**config.mk**
```make
export PLATFORM = sky130hd
export DESIGN_NAME = core_local_timer_interruptor
export DESIGN_NICKNAME = d
export VERILOG_FILES = /design/src/rtl/clint_pkg.sv /design/src/rtl/core_local_timer_interruptor.sv /design/src/rtl/clint_dec.sv
export SDC_FILE = /design/constraint.sdc
export NUM_CORES = 1
export LEC_CHECK = 0
export BUFFER_PORTS_ARGS = -buffer_cell sky130_fd_sc_hd__clkbuf_2
export CORE_AREA = 5 5 339 341
export CTS_CLUSTER_DIAMETER = 50
export DETAILED_ROUTE_END_ITERATION = 10
export DIE_AREA = 0 0 344 346
export GPL_ROUTABILITY_DRIVEN = 0
export SYNTH_ARGS = -nofsm -noshare
export SYNTH_HDL_FRONTEND = slang
export SYNTH_SLANG_ARGS = --single-unit
```
**constraint.sdc**
```tcl
create_clock -name clock -period 8.4 [get_ports clock]
set_input_delay 0.42 -clock clock [delete_from_list [all_inputs] [get_ports clock]]
set_output_delay 0.42 -clock clock [all_outputs]
set_load 0.02 [all_outputs]
```
**src/rtl/clint_pkg.sv**
```systemverilog
// Shared constants, types and address map of the core-local interruptor.
`default_nettype none

package clint_pkg;

   // Hart count and derived widths
   localparam int HARTS  = 4;
   localparam int HART_W = (HARTS > 1) ? $clog2(HARTS) : 1;
   localparam int IRQ_W  = 4;
   localparam int ADDR_W = 16;
   localparam int DATA_W = 32;
   localparam int TIME_W = 64;

   // Address map (byte offsets)
   localparam logic [ADDR_W-1:0] MSIP_BASE   = 16'h0000;
   localparam logic [ADDR_W-1:0] CMP_BASE    = 16'h4000;
   localparam logic [ADDR_W-1:0] TIME_BASE   = 16'hBFF8;
   localparam int                MSIP_STRIDE = 4;
   localparam int                CMP_STRIDE  = 8;
   localparam logic [ADDR_W-1:0] MSIP_END    = ADDR_W'(MSIP_STRIDE * HARTS);
   localparam logic [ADDR_W-1:0] CMP_END     = ADDR_W'(16'h4000 + CMP_STRIDE * HARTS);

   // Command codes
   typedef enum logic [1:0] {
      CMD_READ  = 2'd0,
      CMD_WRITE = 2'd1,
      CMD_TICK  = 2'd2,
      CMD_NONE  = 2'd3
   } cmd_type;

   // Address decode result
   typedef struct packed {
      logic              msip_hit;
      logic              cmp_hit;
      logic              time_hit;
      logic              hi;
      logic [HART_W-1:0] hart;
      logic              err;
   } dec_type;

endpackage

`default_nettype wire

```
**src/rtl/core_local_timer_interruptor.sv**
```systemverilog
// Top level of the core-local interruptor: request register, state update, result register.
// Takes one word read, word write or timer tick per clock, unless a request is held by a
// waiting result. A request is held in the request register, where it is decoded and applied
// to the time counter, compare values and software-pending bits; the result register is loaded
// as the request leaves the request register, with the read word, the error flag and the
// interrupt lines as they stand after that request. The cycle budget is set by the 64-bit
// increment of the time counter feeding the per-hart 64-bit compares. A new request is taken
// while a result waits, as long as the request register is empty. Reset leaves time at zero,
// every compare value at all ones and no software interrupt pending.
`default_nettype none

module core_local_timer_interruptor
   import clint_pkg::*;
(
   input  wire logic              clock,
   input  wire logic              reset,
   input  wire logic              req_valid,
   output logic                   req_stall,
   input  wire logic [1:0]        req_cmd,
   input  wire logic [ADDR_W-1:0] req_addr,
   input  wire logic [DATA_W-1:0] req_wdata,
   output logic                   rsp_valid,
   input  wire logic              rsp_stall,
   output logic [DATA_W-1:0]      rsp_rdata,
   output logic                   rsp_access_error,
   output logic [IRQ_W-1:0]       rsp_soft_irq,
   output logic [IRQ_W-1:0]       rsp_timer_irq
);

   // Replace one 32-bit half of a 64-bit value
   function automatic logic [TIME_W-1:0] put_half(input logic [TIME_W-1:0] v,
                                                  input logic hi,
                                                  input logic [DATA_W-1:0] w);
      logic [TIME_W-1:0] r;
      r = v;
      if (hi) begin
         r[TIME_W-1:DATA_W] = w;
      end else begin
         r[DATA_W-1:0] = w;
      end
      return r;
   endfunction

   // Request register
   logic              s1_valid_ff, s1_valid_in;
   logic [1:0]        s1_cmd_ff;
   logic [ADDR_W-1:0] s1_addr_ff;
   logic [DATA_W-1:0] s1_wdata_ff;

   // State
   logic [TIME_W-1:0] time_ff, time_in;
   logic [TIME_W-1:0] cmp_ff [HARTS];
   logic [TIME_W-1:0] cmp_in [HARTS];
   logic [HARTS-1:0]  soft_ff, soft_in;

   // Result register
   logic              rsp_valid_ff, rsp_valid_in;
   logic [DATA_W-1:0] rdata_ff, rdata_in;
   logic              err_ff, err_in;
   logic [IRQ_W-1:0]  sirq_ff, sirq_in;
   logic [IRQ_W-1:0]  tirq_ff, tirq_in;

   logic    req_xfer;
   logic    out_free;
   logic    s1_go;
   logic    is_wr;
   logic    is_rd;
   logic    is_tick;
   cmd_type op;
   dec_type dec;

   // Handshake
   assign out_free    = !rsp_valid_ff || !rsp_stall;
   assign s1_go       = s1_valid_ff && out_free;
   assign req_stall   = s1_valid_ff && !out_free;
   assign req_xfer    = req_valid && !req_stall;
   assign s1_valid_in = req_xfer || (s1_valid_ff && !s1_go);
   assign rsp_valid_in = s1_go || (rsp_valid_ff && rsp_stall);

   always_ff @(posedge clock) begin
      if (reset) begin
         s1_valid_ff <= 1'b0;
      end else begin
         s1_valid_ff <= s1_valid_in;
      end
   end

   always_ff @(posedge clock) begin
      if (req_xfer) begin
         s1_cmd_ff   <= req_cmd;
         s1_addr_ff  <= req_addr;
         s1_wdata_ff <= req_wdata;
      end
   end

   // Decode of the held request
   clint_dec u_dec (
      .cmd  (s1_cmd_ff),
      .addr (s1_addr_ff),
      .dec  (dec)
   );

   assign op      = cmd_type'(s1_cmd_ff);
   assign is_wr   = (op == CMD_WRITE) && !dec.err;
   assign is_rd   = (op == CMD_READ) && !dec.err;
   assign is_tick = (op == CMD_TICK);

   // Next state
   always_comb begin
      time_in = time_ff;
      if (is_tick) begin
         time_in = time_ff + TIME_W'(1);
      end else if (is_wr && dec.time_hit) begin
         time_in = put_half(time_ff, dec.hi, s1_wdata_ff);
      end
      for (int h = 0; h < HARTS; h++) begin
         cmp_in[h]  = cmp_ff[h];
         soft_in[h] = soft_ff[h];
         if (is_wr && dec.cmp_hit && (dec.hart == HART_W'(h))) begin
            cmp_in[h] = put_half(cmp_ff[h], dec.hi, s1_wdata_ff);
         end
         if (is_wr && dec.msip_hit && (dec.hart == HART_W'(h))) begin
            soft_in[h] = s1_wdata_ff[0];
         end
      end
   end

   // Read data
   always_comb begin
      rdata_in = '0;
      if (is_rd) begin
         priority if (dec.msip_hit) begin
            rdata_in = {{(DATA_W-1){1'b0}}, soft_ff[dec.hart]};
         end else if (dec.cmp_hit) begin
            rdata_in = dec.hi ? cmp_ff[dec.hart][TIME_W-1:DATA_W]
                              : cmp_ff[dec.hart][DATA_W-1:0];
         end else if (dec.time_hit) begin
            rdata_in = dec.hi ? time_ff[TIME_W-1:DATA_W] : time_ff[DATA_W-1:0];
         end
      end
   end

   assign err_in = dec.err;

   // Interrupt lines after the update; lines beyond the hart count are tied low
   for (genvar g = 0; g < IRQ_W; g++) begin : g_irq
      if (g < HARTS) begin : g_hart
         assign sirq_in[g] = soft_in[g];
         assign tirq_in[g] = (time_in >= cmp_in[g]);
      end else begin : g_none
         assign sirq_in[g] = 1'b0;
         assign tirq_in[g] = 1'b0;
      end
   end

   // State registers
   always_ff @(posedge clock) begin
      if (reset) begin
         time_ff <= '0;
         soft_ff <= '0;
         for (int h = 0; h < HARTS; h++) begin
            cmp_ff[h] <= '1;
         end
      end else if (s1_go) begin
         time_ff <= time_in;
         soft_ff <= soft_in;
         for (int h = 0; h < HARTS; h++) begin
            cmp_ff[h] <= cmp_in[h];
         end
      end
   end

   // Result register
   always_ff @(posedge clock) begin
      if (reset) begin
         rsp_valid_ff <= 1'b0;
      end else begin
         rsp_valid_ff <= rsp_valid_in;
      end
   end

   always_ff @(posedge clock) begin
      if (s1_go) begin
         rdata_ff <= rdata_in;
         err_ff   <= err_in;
         sirq_ff  <= sirq_in;
         tirq_ff  <= tirq_in;
      end
   end

   assign rsp_valid        = rsp_valid_ff;
   assign rsp_rdata        = rdata_ff;
   assign rsp_access_error = err_ff;
   assign rsp_soft_irq     = sirq_ff;
   assign rsp_timer_irq    = tirq_ff;

endmodule

`default_nettype wire

```
**src/rtl/clint_dec.sv**
```systemverilog
// Address decoder of the core-local interruptor: region, hart, word half and error.
`default_nettype none

module clint_dec
   import clint_pkg::*;
(
   input  wire logic [1:0]        cmd,
   input  wire logic [ADDR_W-1:0] addr,
   output dec_type                dec
);

   logic    aligned;
   logic    is_access;
   logic    msip_rng;
   logic    cmp_rng;
   logic    time_rng;
   cmd_type op;

   assign op        = cmd_type'(cmd);
   assign aligned   = (addr[1:0] == 2'b00);
   assign is_access = (op == CMD_READ) || (op == CMD_WRITE);

   // Region checks
   assign msip_rng = (addr >= MSIP_BASE) && (addr < MSIP_END);
   assign cmp_rng  = (addr >= CMP_BASE) && (addr < CMP_END);
   assign time_rng = (addr[ADDR_W-1:3] == TIME_BASE[ADDR_W-1:3]);

   always_comb begin
      dec          = '0;
      dec.msip_hit = aligned && msip_rng;
      dec.cmp_hit  = aligned && cmp_rng;
      dec.time_hit = aligned && time_rng;
      dec.hi       = addr[2];
      // msip words are 4 bytes apart, compare words 8 bytes apart
      if (cmp_rng) begin
         dec.hart = addr[HART_W+2:3];
      end else begin
         dec.hart = addr[HART_W+1:2];
      end
      dec.err = is_access && !(dec.msip_hit || dec.cmp_hit || dec.time_hit);
   end

endmodule

`default_nettype wire

```
Word-level counts from Yosys, hierarchy flattened. Memory sizes are Yosys's and may differ from the RTL's. Index checks and enable logic that the tools add are counted.

$add $sub $neg: 1. Multipliers: 0. Divide/modulo/power cells: 0. Order comparisons: 9. Equal/unequal tests: 6. Shift-type cells: 0. Muxes and demuxes: 37. Bitwise operators: 5. Reductions and logical operators: 41.

Operators with widths (number): two-way mux 64 bit (10); two-way mux 32 bit (14); greater-or-equal comparator 64 bit (4); adder 64 x 1 -> 64 bit (second input constant) (1); logical AND 1 bit (24); greater-or-equal comparator 16 x 1 -> 1 bit (second input constant) (1); greater-or-equal comparator 16 x 15 -> 1 bit (second input constant) (1); < comparator 16 x 15 -> 1 bit (second input constant) (1); < comparator 16 x 5 -> 1 bit (second input constant) (1); equality test 13 bit (second input constant) (1); two-way mux 1 bit (11); zero test 1 bit (7); equality test 2 bit (second input constant) (3); zero test 2 bit (3); logical OR 1 bit (6); equality test 2 x 1 -> 1 bit (second input constant) (2); bitwise OR 1 bit (4); < comparator 2 x 3 -> 1 bit (second input constant) (1); binary-select mux 1 bit (select 2 bit) (1); two-way mux 2 bit (1); OR reduction 2 bit (1); NOT 1 bit (1).

Register bits: 161. Latch bits: 0. RAM bits: 256. Memory bits (read-only): 0. Word-level logic and storage cells: 112. Memories: 1.

Memory list: cmp_ff (words 4, bits a word 64, read ports 5, clocked after Yosys merged registers in 0, wr ports 4, line core_local_timer_interruptor.sv:52) `logic [TIME_W-1:0] cmp_ff [HARTS];`.

Logic depth before layout (Yosys ltp). Gate-level depths: netlist of run 1.

Depth in word-level cells: 13. Mapped depth: 18.

Cells and area by module. A second synthesis of run 1 with hierarchy kept.

Cells, all modules: 2586. Area, all modules: 27620.2 um2.

By module, submodules not included: core_local_timer_interruptor (times used 1, cells each 2566, area an instance 27486.4 um2, sequential area each 11821.3 um2); clint_dec (times used 1, cells each 20, area an instance 133.9 um2, sequential area each 0.0 um2).

Worst setup path before layout of run 1. OpenSTA, ideal clock, no wires.

Kind: input to register. From: input rsp_stall. To: memory cmp_ff[0][0], enable pin. Setup time: 607 ps. Data arrival time: 5763 ps. Slack: 2030 ps. Cell stages on the path: 5. Path buffers: 0. Cell sequence: nand2_1 > nand2_1 > inv_1 > nor2_1 > inv_1.

RTL lines: start: declaration (line core_local_timer_interruptor.sv:23) `input wire logic rsp_stall,`; end: declaration (line core_local_timer_interruptor.sv:52).

Worst setup path in the final report of run 1.
From: register s1_addr_ff[2]. To: register tirq_ff[1], in the netlist rsp_timer_irq[1] (data pin).

Cells in the longest elaborated chain, start to end: 13. Elaborated cells on any way between the ends: 27. Classes of those cells: order compare: 5; eq/ne: 1; mux: 8; reduce/logical: 13.

RTL lines: start: declaration (line core_local_timer_interruptor.sv:47) `logic [ADDR_W-1:0] s1_addr_ff;`; start signal: assignment (line core_local_timer_interruptor.sv:91) `s1_addr_ff <= req_addr;`; greater-or-equal comparator 16 x 1 -> 1 bit (tied with other cells) (line clint_dec.sv:24) `assign msip_rng = (addr >= MSIP_BASE) && (addr < MSIP_END);`; logical AND 1 bit (on tied branches) (line clint_dec.sv:24, clint_dec.sv:25); logical AND 1 bit (on tied branches) (line clint_dec.sv:30, clint_dec.sv:31); logical OR 1 bit (2 in series) (line clint_dec.sv:40) `dec.err = is_access && !(dec.msip_hit || dec.cmp_hit || dec.time_hit);`; zero test 1 bit (line clint_dec.sv:40); logical AND 1 bit (line clint_dec.sv:40); zero test 1 bit (line core_local_timer_interruptor.sv:104) `assign is_wr = (op == CMD_WRITE) && !dec.err;`; logical AND 1 bit (line core_local_timer_interruptor.sv:104); logical AND 1 bit (line core_local_timer_interruptor.sv:113) `end else if (is_wr && dec.time_hit) begin`; two-way mux 64 bit (*) (line core_local_timer_interruptor.sv:113); two-way mux 64 bit (*) (line core_local_timer_interruptor.sv:111) `if (is_tick) begin`; net time_in[2] (line core_local_timer_interruptor.sv:51) `logic [TIME_W-1:0] time_ff, time_in;`; greater-or-equal comparator 64 bit (*) (line core_local_timer_interruptor.sv:149) `assign tirq_in[g] = (time_in >= cmp_in[g]);`; net tirq_in[1] (line core_local_timer_interruptor.sv:61) `logic [IRQ_W-1:0] tirq_ff, tirq_in;`; end signal: assignment (line core_local_timer_interruptor.sv:187) `tirq_ff <= tirq_in;`; end: declaration (line core_local_timer_interruptor.sv:61).

Mark *: on every way through the listed nets, which the timed path passes. The rest lies on a longest branch. A chain may end at the register's enable or synchronous reset.

==> results of run 1 <==
sequential cells by signal, summed over array words and instances, names as in the netlist, named ones only:
| name | flops |
|---|---|
| cmp_ff | 256 |
| op | 2 |
| rsp_access_error | 1 |
| rsp_rdata | 32 |
| rsp_soft_irq | 4 |
| rsp_timer_irq | 4 |
| rsp_valid | 1 |
| s1_addr_ff | 16 |
| s1_valid_ff | 1 |
| s1_wdata_ff | 32 |
| soft_ff | 4 |
| time_ff | 63 |
power breakdown:
| group | internal (mW) | switching, mW | leakage, nW |
|---|---|---|---|
| registers | 2.27 | 0.0563 | 3.25 |
| logic | 0.0993 | 0.244 | 7.49 |
| clock network | 1.93 | 1.16 | 1.21 |
worst reg2reg max path: cells and delay by family (launching register included):
family / cells / cell delay (ns)
adder cells (fa/ha/maj): 1 / 0.41
flip-flops: 1 / 0.36
AO/OA/AOI/OAI: 10 / 3.92
buffers and inverters: 3 / 0.96
AND/OR/NAND/NOR: 1 / 0.39
metal layers:
layer  GRT usage, %  part of all wire (%)  vias to the layer above  wire (microns)
met2           25.2                    43                     1382           44700
met1           23.1                    42                    11700           43600
met3           3.95                    11                      226           11100
li1               -                     -                    10700               -
met4           6.73                   4.0                        0            4090
met5              0                     0                        -               0
logic make-up (layout without fill, tap and decap cells):
kind of cell / Yosys count / after routing / synth area share (%)
simple gates: 883 / 883 / 14.8
compound gates: 666 / 666 / 16.7
flops: 417 / 417 / 42.7
mux: 291 / 291 / 10.6
fa+ha+maj: 253 / 253 / 11.4
buf+inv: 231 / 358 / 3.78
other cells: 0 / 1 / 0
path summary, 6_finish.rpt:
| check | startpoint | endpoint | slack (ns) | depth (start not counted) |
|---|---|---|---|---|
| hold / removal | req_valid | s1_valid_ff | 0.05 | 2 |
| hold reg to reg | s1_valid_ff | rsp_valid | 0.50 | 2 |
| setup / recovery | s1_addr_ff[2] | rsp_timer_irq[1] | 2.03 | 15 |
| setup reg to reg | s1_addr_ff[2] | rsp_timer_irq[1] | 2.03 | 15 |
what timing repair did:
item | in CTS | in global routing
buffers inserted | 0 | 0
hold buffers | 50 | 0
hold endpoints to repair | 50 | 0
endpoints found under the setup margin | 0 | 0
metrics by stage:
stage	instances	cell area [sq um]	worst slack, ns
floorplan	2741	27700	2.03
global placement	4184	29600	1.84
detailed placement	4184	29600	1.87
CTS	4368	32600	1.81
global route	4368	32600	1.83
finish	4369	32600	2.03
area by class of cell:
type	count	share of cell area, %
multi-input combinational	2093	45.8
tap	1500	5.76
antenna	1	0.00768
clock buffer	86	5.98
inverter	34	0.422
timing repair buffer	190	4.06
clock inverter	48	1.69
sequential	417	36.3
cells in the final DEF (no fill, tap or decap), types with 55 or more instances in the layout:
master,count
clkbuf_2,96
nand2_1,435
clkbuf_16,76
edfxtp_1,347
nand3_1,67
a221oi_1,81
nor2_1,139
a21oi_1,143
mux2i_1,276
dfxtp_1,70
a211oi_1,55
ha_1,253
nand4_1,62
o21ai_0,119
==> results.cfg, run 1 <==
[die]
initial_utilization_pct = 24.8
die_h_microns = 346
fp.dieArea_sq_mm = 0.119
core-area_sq_mm = 0.112
die_w_microns = 344
io_pins = 97
row_count = 123

[power]
fin_total_pwr_mw = 5.76
p_per_area_mw_per_mm2 = 177
p_leak_nw = 11.9
ir_drop_mv = 0.117

[grt]
grt_pass1_vias = 22900
antenna_found_initial = 2
grt_usage_pct = 16.7
grt_overflow_total = 0
grt_max_degree = 185
grt_pass1_wl_microns = 152000

[synthesis]
synth_common_cells = nand2_1 (437), edfxtp_1 (347), mux2i_1 (276)
yosys.area.top_type = edfxtp_1
synth_area_leaders = edfxtp_1 (38%), ha_1 (11%), mux2i_1 (10%), nand2_1 (5.9%), dfxtp_1 (5.1%)
synthFlopType = edfxtp_1
syn-mean-instance-area_sq_um = 10.1
synth_cells = 2741
synth_warnings = 0
synth_seq_area_share_pct = 42.7
synth.top_cell.area_share_pct = 37.6
yosysUniqueCellTypes = 77
yosysMostFrequentCell = nand2_1
synth_area_sq_mm = 0.0277
synth_seq_cells = 417
synthArstFlopShare_pct = 0
synth_edf_count = 347
syn-num-nets = 3048

[clock_network]
cts_made_buffers = 73
cts.clk_slew.worst_paths_ns = 0.06
clock_latency_ns = 0.62
cts_num_sinks = 417
cts_tree = yes
cts.path.max_buffers = 3
cts_root_buf = clkbuf_16
ctsHtreeMaxLevel = 3
cts.repair.resized = 0

[final_layout]
finish.utilization_pct = 29.2
fill_cells = 11500
drive_gt1_share_pct = 11.5
nets = 3116
multi_input_area_sq_mm = 0.0149
area_growth_pct = 17.7
register_area_sq_mm = 0.0118

[job]
drv_cap = 0

[sta]
max_slew_margin_pct = 20.6
finalHoldViolCount = 0
rsz0062_at_grt = false
finalCritPeriodShare_pct = 75.9
drv_slew = 0
layout_min_cycle_time_ns = 6.37
worst_slew_pin_slew_ns = 1.18
worst_clock_skew_ns = 0.0284
fmax_mhz = 157
whs_ns = 0.0465
tns_ns = 0
finalSetupViolCount = 0

[worst_setup_path]
slowest_stage = a311oi_1
cp.arrival_ns = 6.67
cpPeakStageDelay_ns = 0.93
cp-start-kind = flip-flop
crit_chain = buf_4 -> inv_1 -> buf_4 -> nand3_1 -> o21ai_1 -> a21oi_1 -> a311oi_1 -> ha_1 -> a21o_1 -> a21oi_1 -> o221ai_1 -> a221oi_1 -> o21ai_0 -> a221oi_1 -> o21ai_0
path_buf_inv = 3
critPathKind = reg2reg
cp_max_fo = 36
crit_required_ns = 8.70
end_kind = flip-flop
path_delay_family = compound AO/OA/AOI/OAI gates

[routing]
drc = 0
final_antenna_net_count = 0
routed_via_density = 5.51
avgRoutedWirePerCell_microns = 23.7
routed_wl_microns = 104000
drtPass1Iterations = 8
dr.first_iter.drc_count = 3045
via_count = 24100

[placed_design]
dp_hpwl_microns = 72900
io_buffers = 96

[outcome]
outcome = completed

[worst_hold_path]
hold_class = in2reg
Power figures use the tool's default switching activity.
==> inputs of run 2 (changes only) <==
==> constraint.sdc (replaced) <==
create_clock -name clock -period 5.8 [get_ports clock]
set_input_delay 0.29 -clock clock [delete_from_list [all_inputs] [get_ports clock]]
set_output_delay 0.29 -clock clock [all_outputs]
set_load 0.02 [all_outputs]
==> run 2 against run 1 <==
  * Non-clock buffer count up 57
  * Register-to-register slack worse by 2.0 ns
  * Setup slack worse by 2.0 ns
  * Sequential share of layout area down 0.40 points
  * Wire length down 0.73%
  * Die area unchanged
  * Global-route usage down 0.083 points
  * Via count about the same
  * Critical path depth unchanged
  * Maximum frequency up 11%
  * Count of clock-buffer cells in the layout down 6
  * Sequential power up 44%
  * Largest power group unchanged
  * Highest routed layer unchanged
==> results.cfg, run 2 (synthesis results as in run 1) <==
[outcome]
outcome = completed

[routing]
drtPass1Iterations = 6
routed_wl_microns = 103000
drc = 0
final_antenna_net_count = 0
avgRoutedWirePerCell_microns = 23.3
routed_via_density = 5.45
via_count = 24100
dr.first_iter.drc_count = 2829

[sta]
finalSetupViolCount = 0
worst_clock_skew_ns = 0.0274
drv_slew = 0
layout_min_cycle_time_ns = 5.74
tns_ns = 0
fmax_mhz = 174
max_slew_margin_pct = 27.2
finalCritPeriodShare_pct = 99.0
worst_slew_pin_slew_ns = 1.09
finalHoldViolCount = 0

[clock_network]
cts.path.max_buffers = 3
cts_num_sinks = 417
cts_made_buffers = 67
cts_tree = yes
ctsHtreeMaxLevel = 3
post_cts_buffers = 0
cts_root_buf = clkbuf_16
cts.clk_slew.worst_paths_ns = 0.06
clock_latency_ns = 0.63

[grt]
grt_pass1_vias = 23100
grt_usage_pct = 16.6
grt_pass1_wl_microns = 151000
grt_max_degree = 136
antenna_found_initial = 2
grt_overflow_total = 0

[worst_setup_path]
crit_required_ns = 6.29
critPathKind = reg2reg
cp.arrival_ns = 6.23
end_kind = flip-flop
cp-start-kind = flip-flop
cp_max_fo = 9

[final_layout]
nets = 3167
reg.largest.list = cmp_ff (256), time_ff (63)
drive_gt1_share_pct = 13.2
mostFrequentLayoutCell = nand2_1
area_growth_pct = 19.0
largest_register_ffs = 256
final_cell_mix = nand2_1 (435), edfxtp_1 (347), mux2i_1 (276)
top_register = cmp_ff

[die]
die_w_microns = 344
initial_utilization_pct = 24.8
fp.dieArea_sq_mm = 0.119
row_count = 123
core-area_sq_mm = 0.112
die_h_microns = 346
io_pins = 97

[power]
ir_drop_mv = 0.151
fin_total_pwr_mw = 8.17
p_leak_nw = 12.2
p_per_area_mw_per_mm2 = 248

[placed_design]
io_buffers = 96
dp_hpwl_microns = 74000

[job]
drv_cap = 0

[worst_hold_path]
hold_class = in2reg
==> run 2: report_power, final <==
part           internal, mW  switching [mW]  leakage (nW)  total (mW)
combinational         0.154           0.360          7.78       0.514
clock                  2.70            1.60          1.16        4.30
sequential             3.29          0.0753          3.25        3.36
==> run 2: critical path: stages, from the launching register on <==
cell and delay [ns]:
dfxtp_1 0.47, nand4_1 0.27, or4_1 0.73, nor4_4 0.55, buf_4 0.27, and4_1 0.24, o21ai_0 0.10, a21oi_1 0.48
ha_1 0.22, nand4_1 0.23, nor4_2 0.51, buf_4 0.23, nand4_1 0.31, a211o_1 0.33, a31oi_1 0.46, nand3b_1 0.19
==> run 2: timing repair <==
action,4_1_cts,5_1_grt
hold buffers,52,0
endpoints found under the hold margin,52,0
gates resized for setup,0,4
endpoints found under the setup margin,0,3
==> run 2: routing by layer <==
layer / up-vias / global-route usage (%) / share of wire, %
met5: - / 0 / 0
met4: 0 / 6.62 / 4.3
met3: 240 / 3.23 / 10
met2: 1272 / 25.3 / 43
met1: 11700 / 23.2 / 42
li1: 10900 / - / -
==> run 2: metrics by stage <==
step / worst slack, ns / utilization [%] / instance area (sq um) / hold slack (ns) / std cells
floorplan: 0.222 / - / 27700 / 0.389 / 2741
global placement: 0.0495 / 26.9 / 30000 / 0.467 / 4239
detailed placement: 0.0248 / 26.9 / 30000 / 0.469 / 4239
CTS: 0.0299 / 29.5 / 32900 / 0.0738 / 4413
global route: -0.0337 / 29.5 / 33000 / 0.101 / 4415
finish: 0.0565 / 29.5 / 33000 / 0.0860 / 4416
==> run 2: worst paths after layout <==
kind	startpoint	endpoint	slack, ns	cells after the start
setup / recovery	time_ff[26]	rsp_timer_irq[3]	0.06	15
hold / removal	reset	rsp_valid	0.09	3
setup reg to reg	time_ff[26]	rsp_timer_irq[3]	0.06	15
hold reg to reg	s1_valid_ff	rsp_valid	0.50	2
==> run 2: final cells by class <==
cell class | instances | area (sq um)
repair buffers | 247 | 1810
fillers | 11500 | 78600
clock buffers | 80 | 1880
diodes | 3 | 7.51
flip-flops and latches | 417 | 11800
multi-input cells | 2093 | 14900
well taps | 1500 | 1880
inverters | 34 | 134
clock inverters | 42 | 498
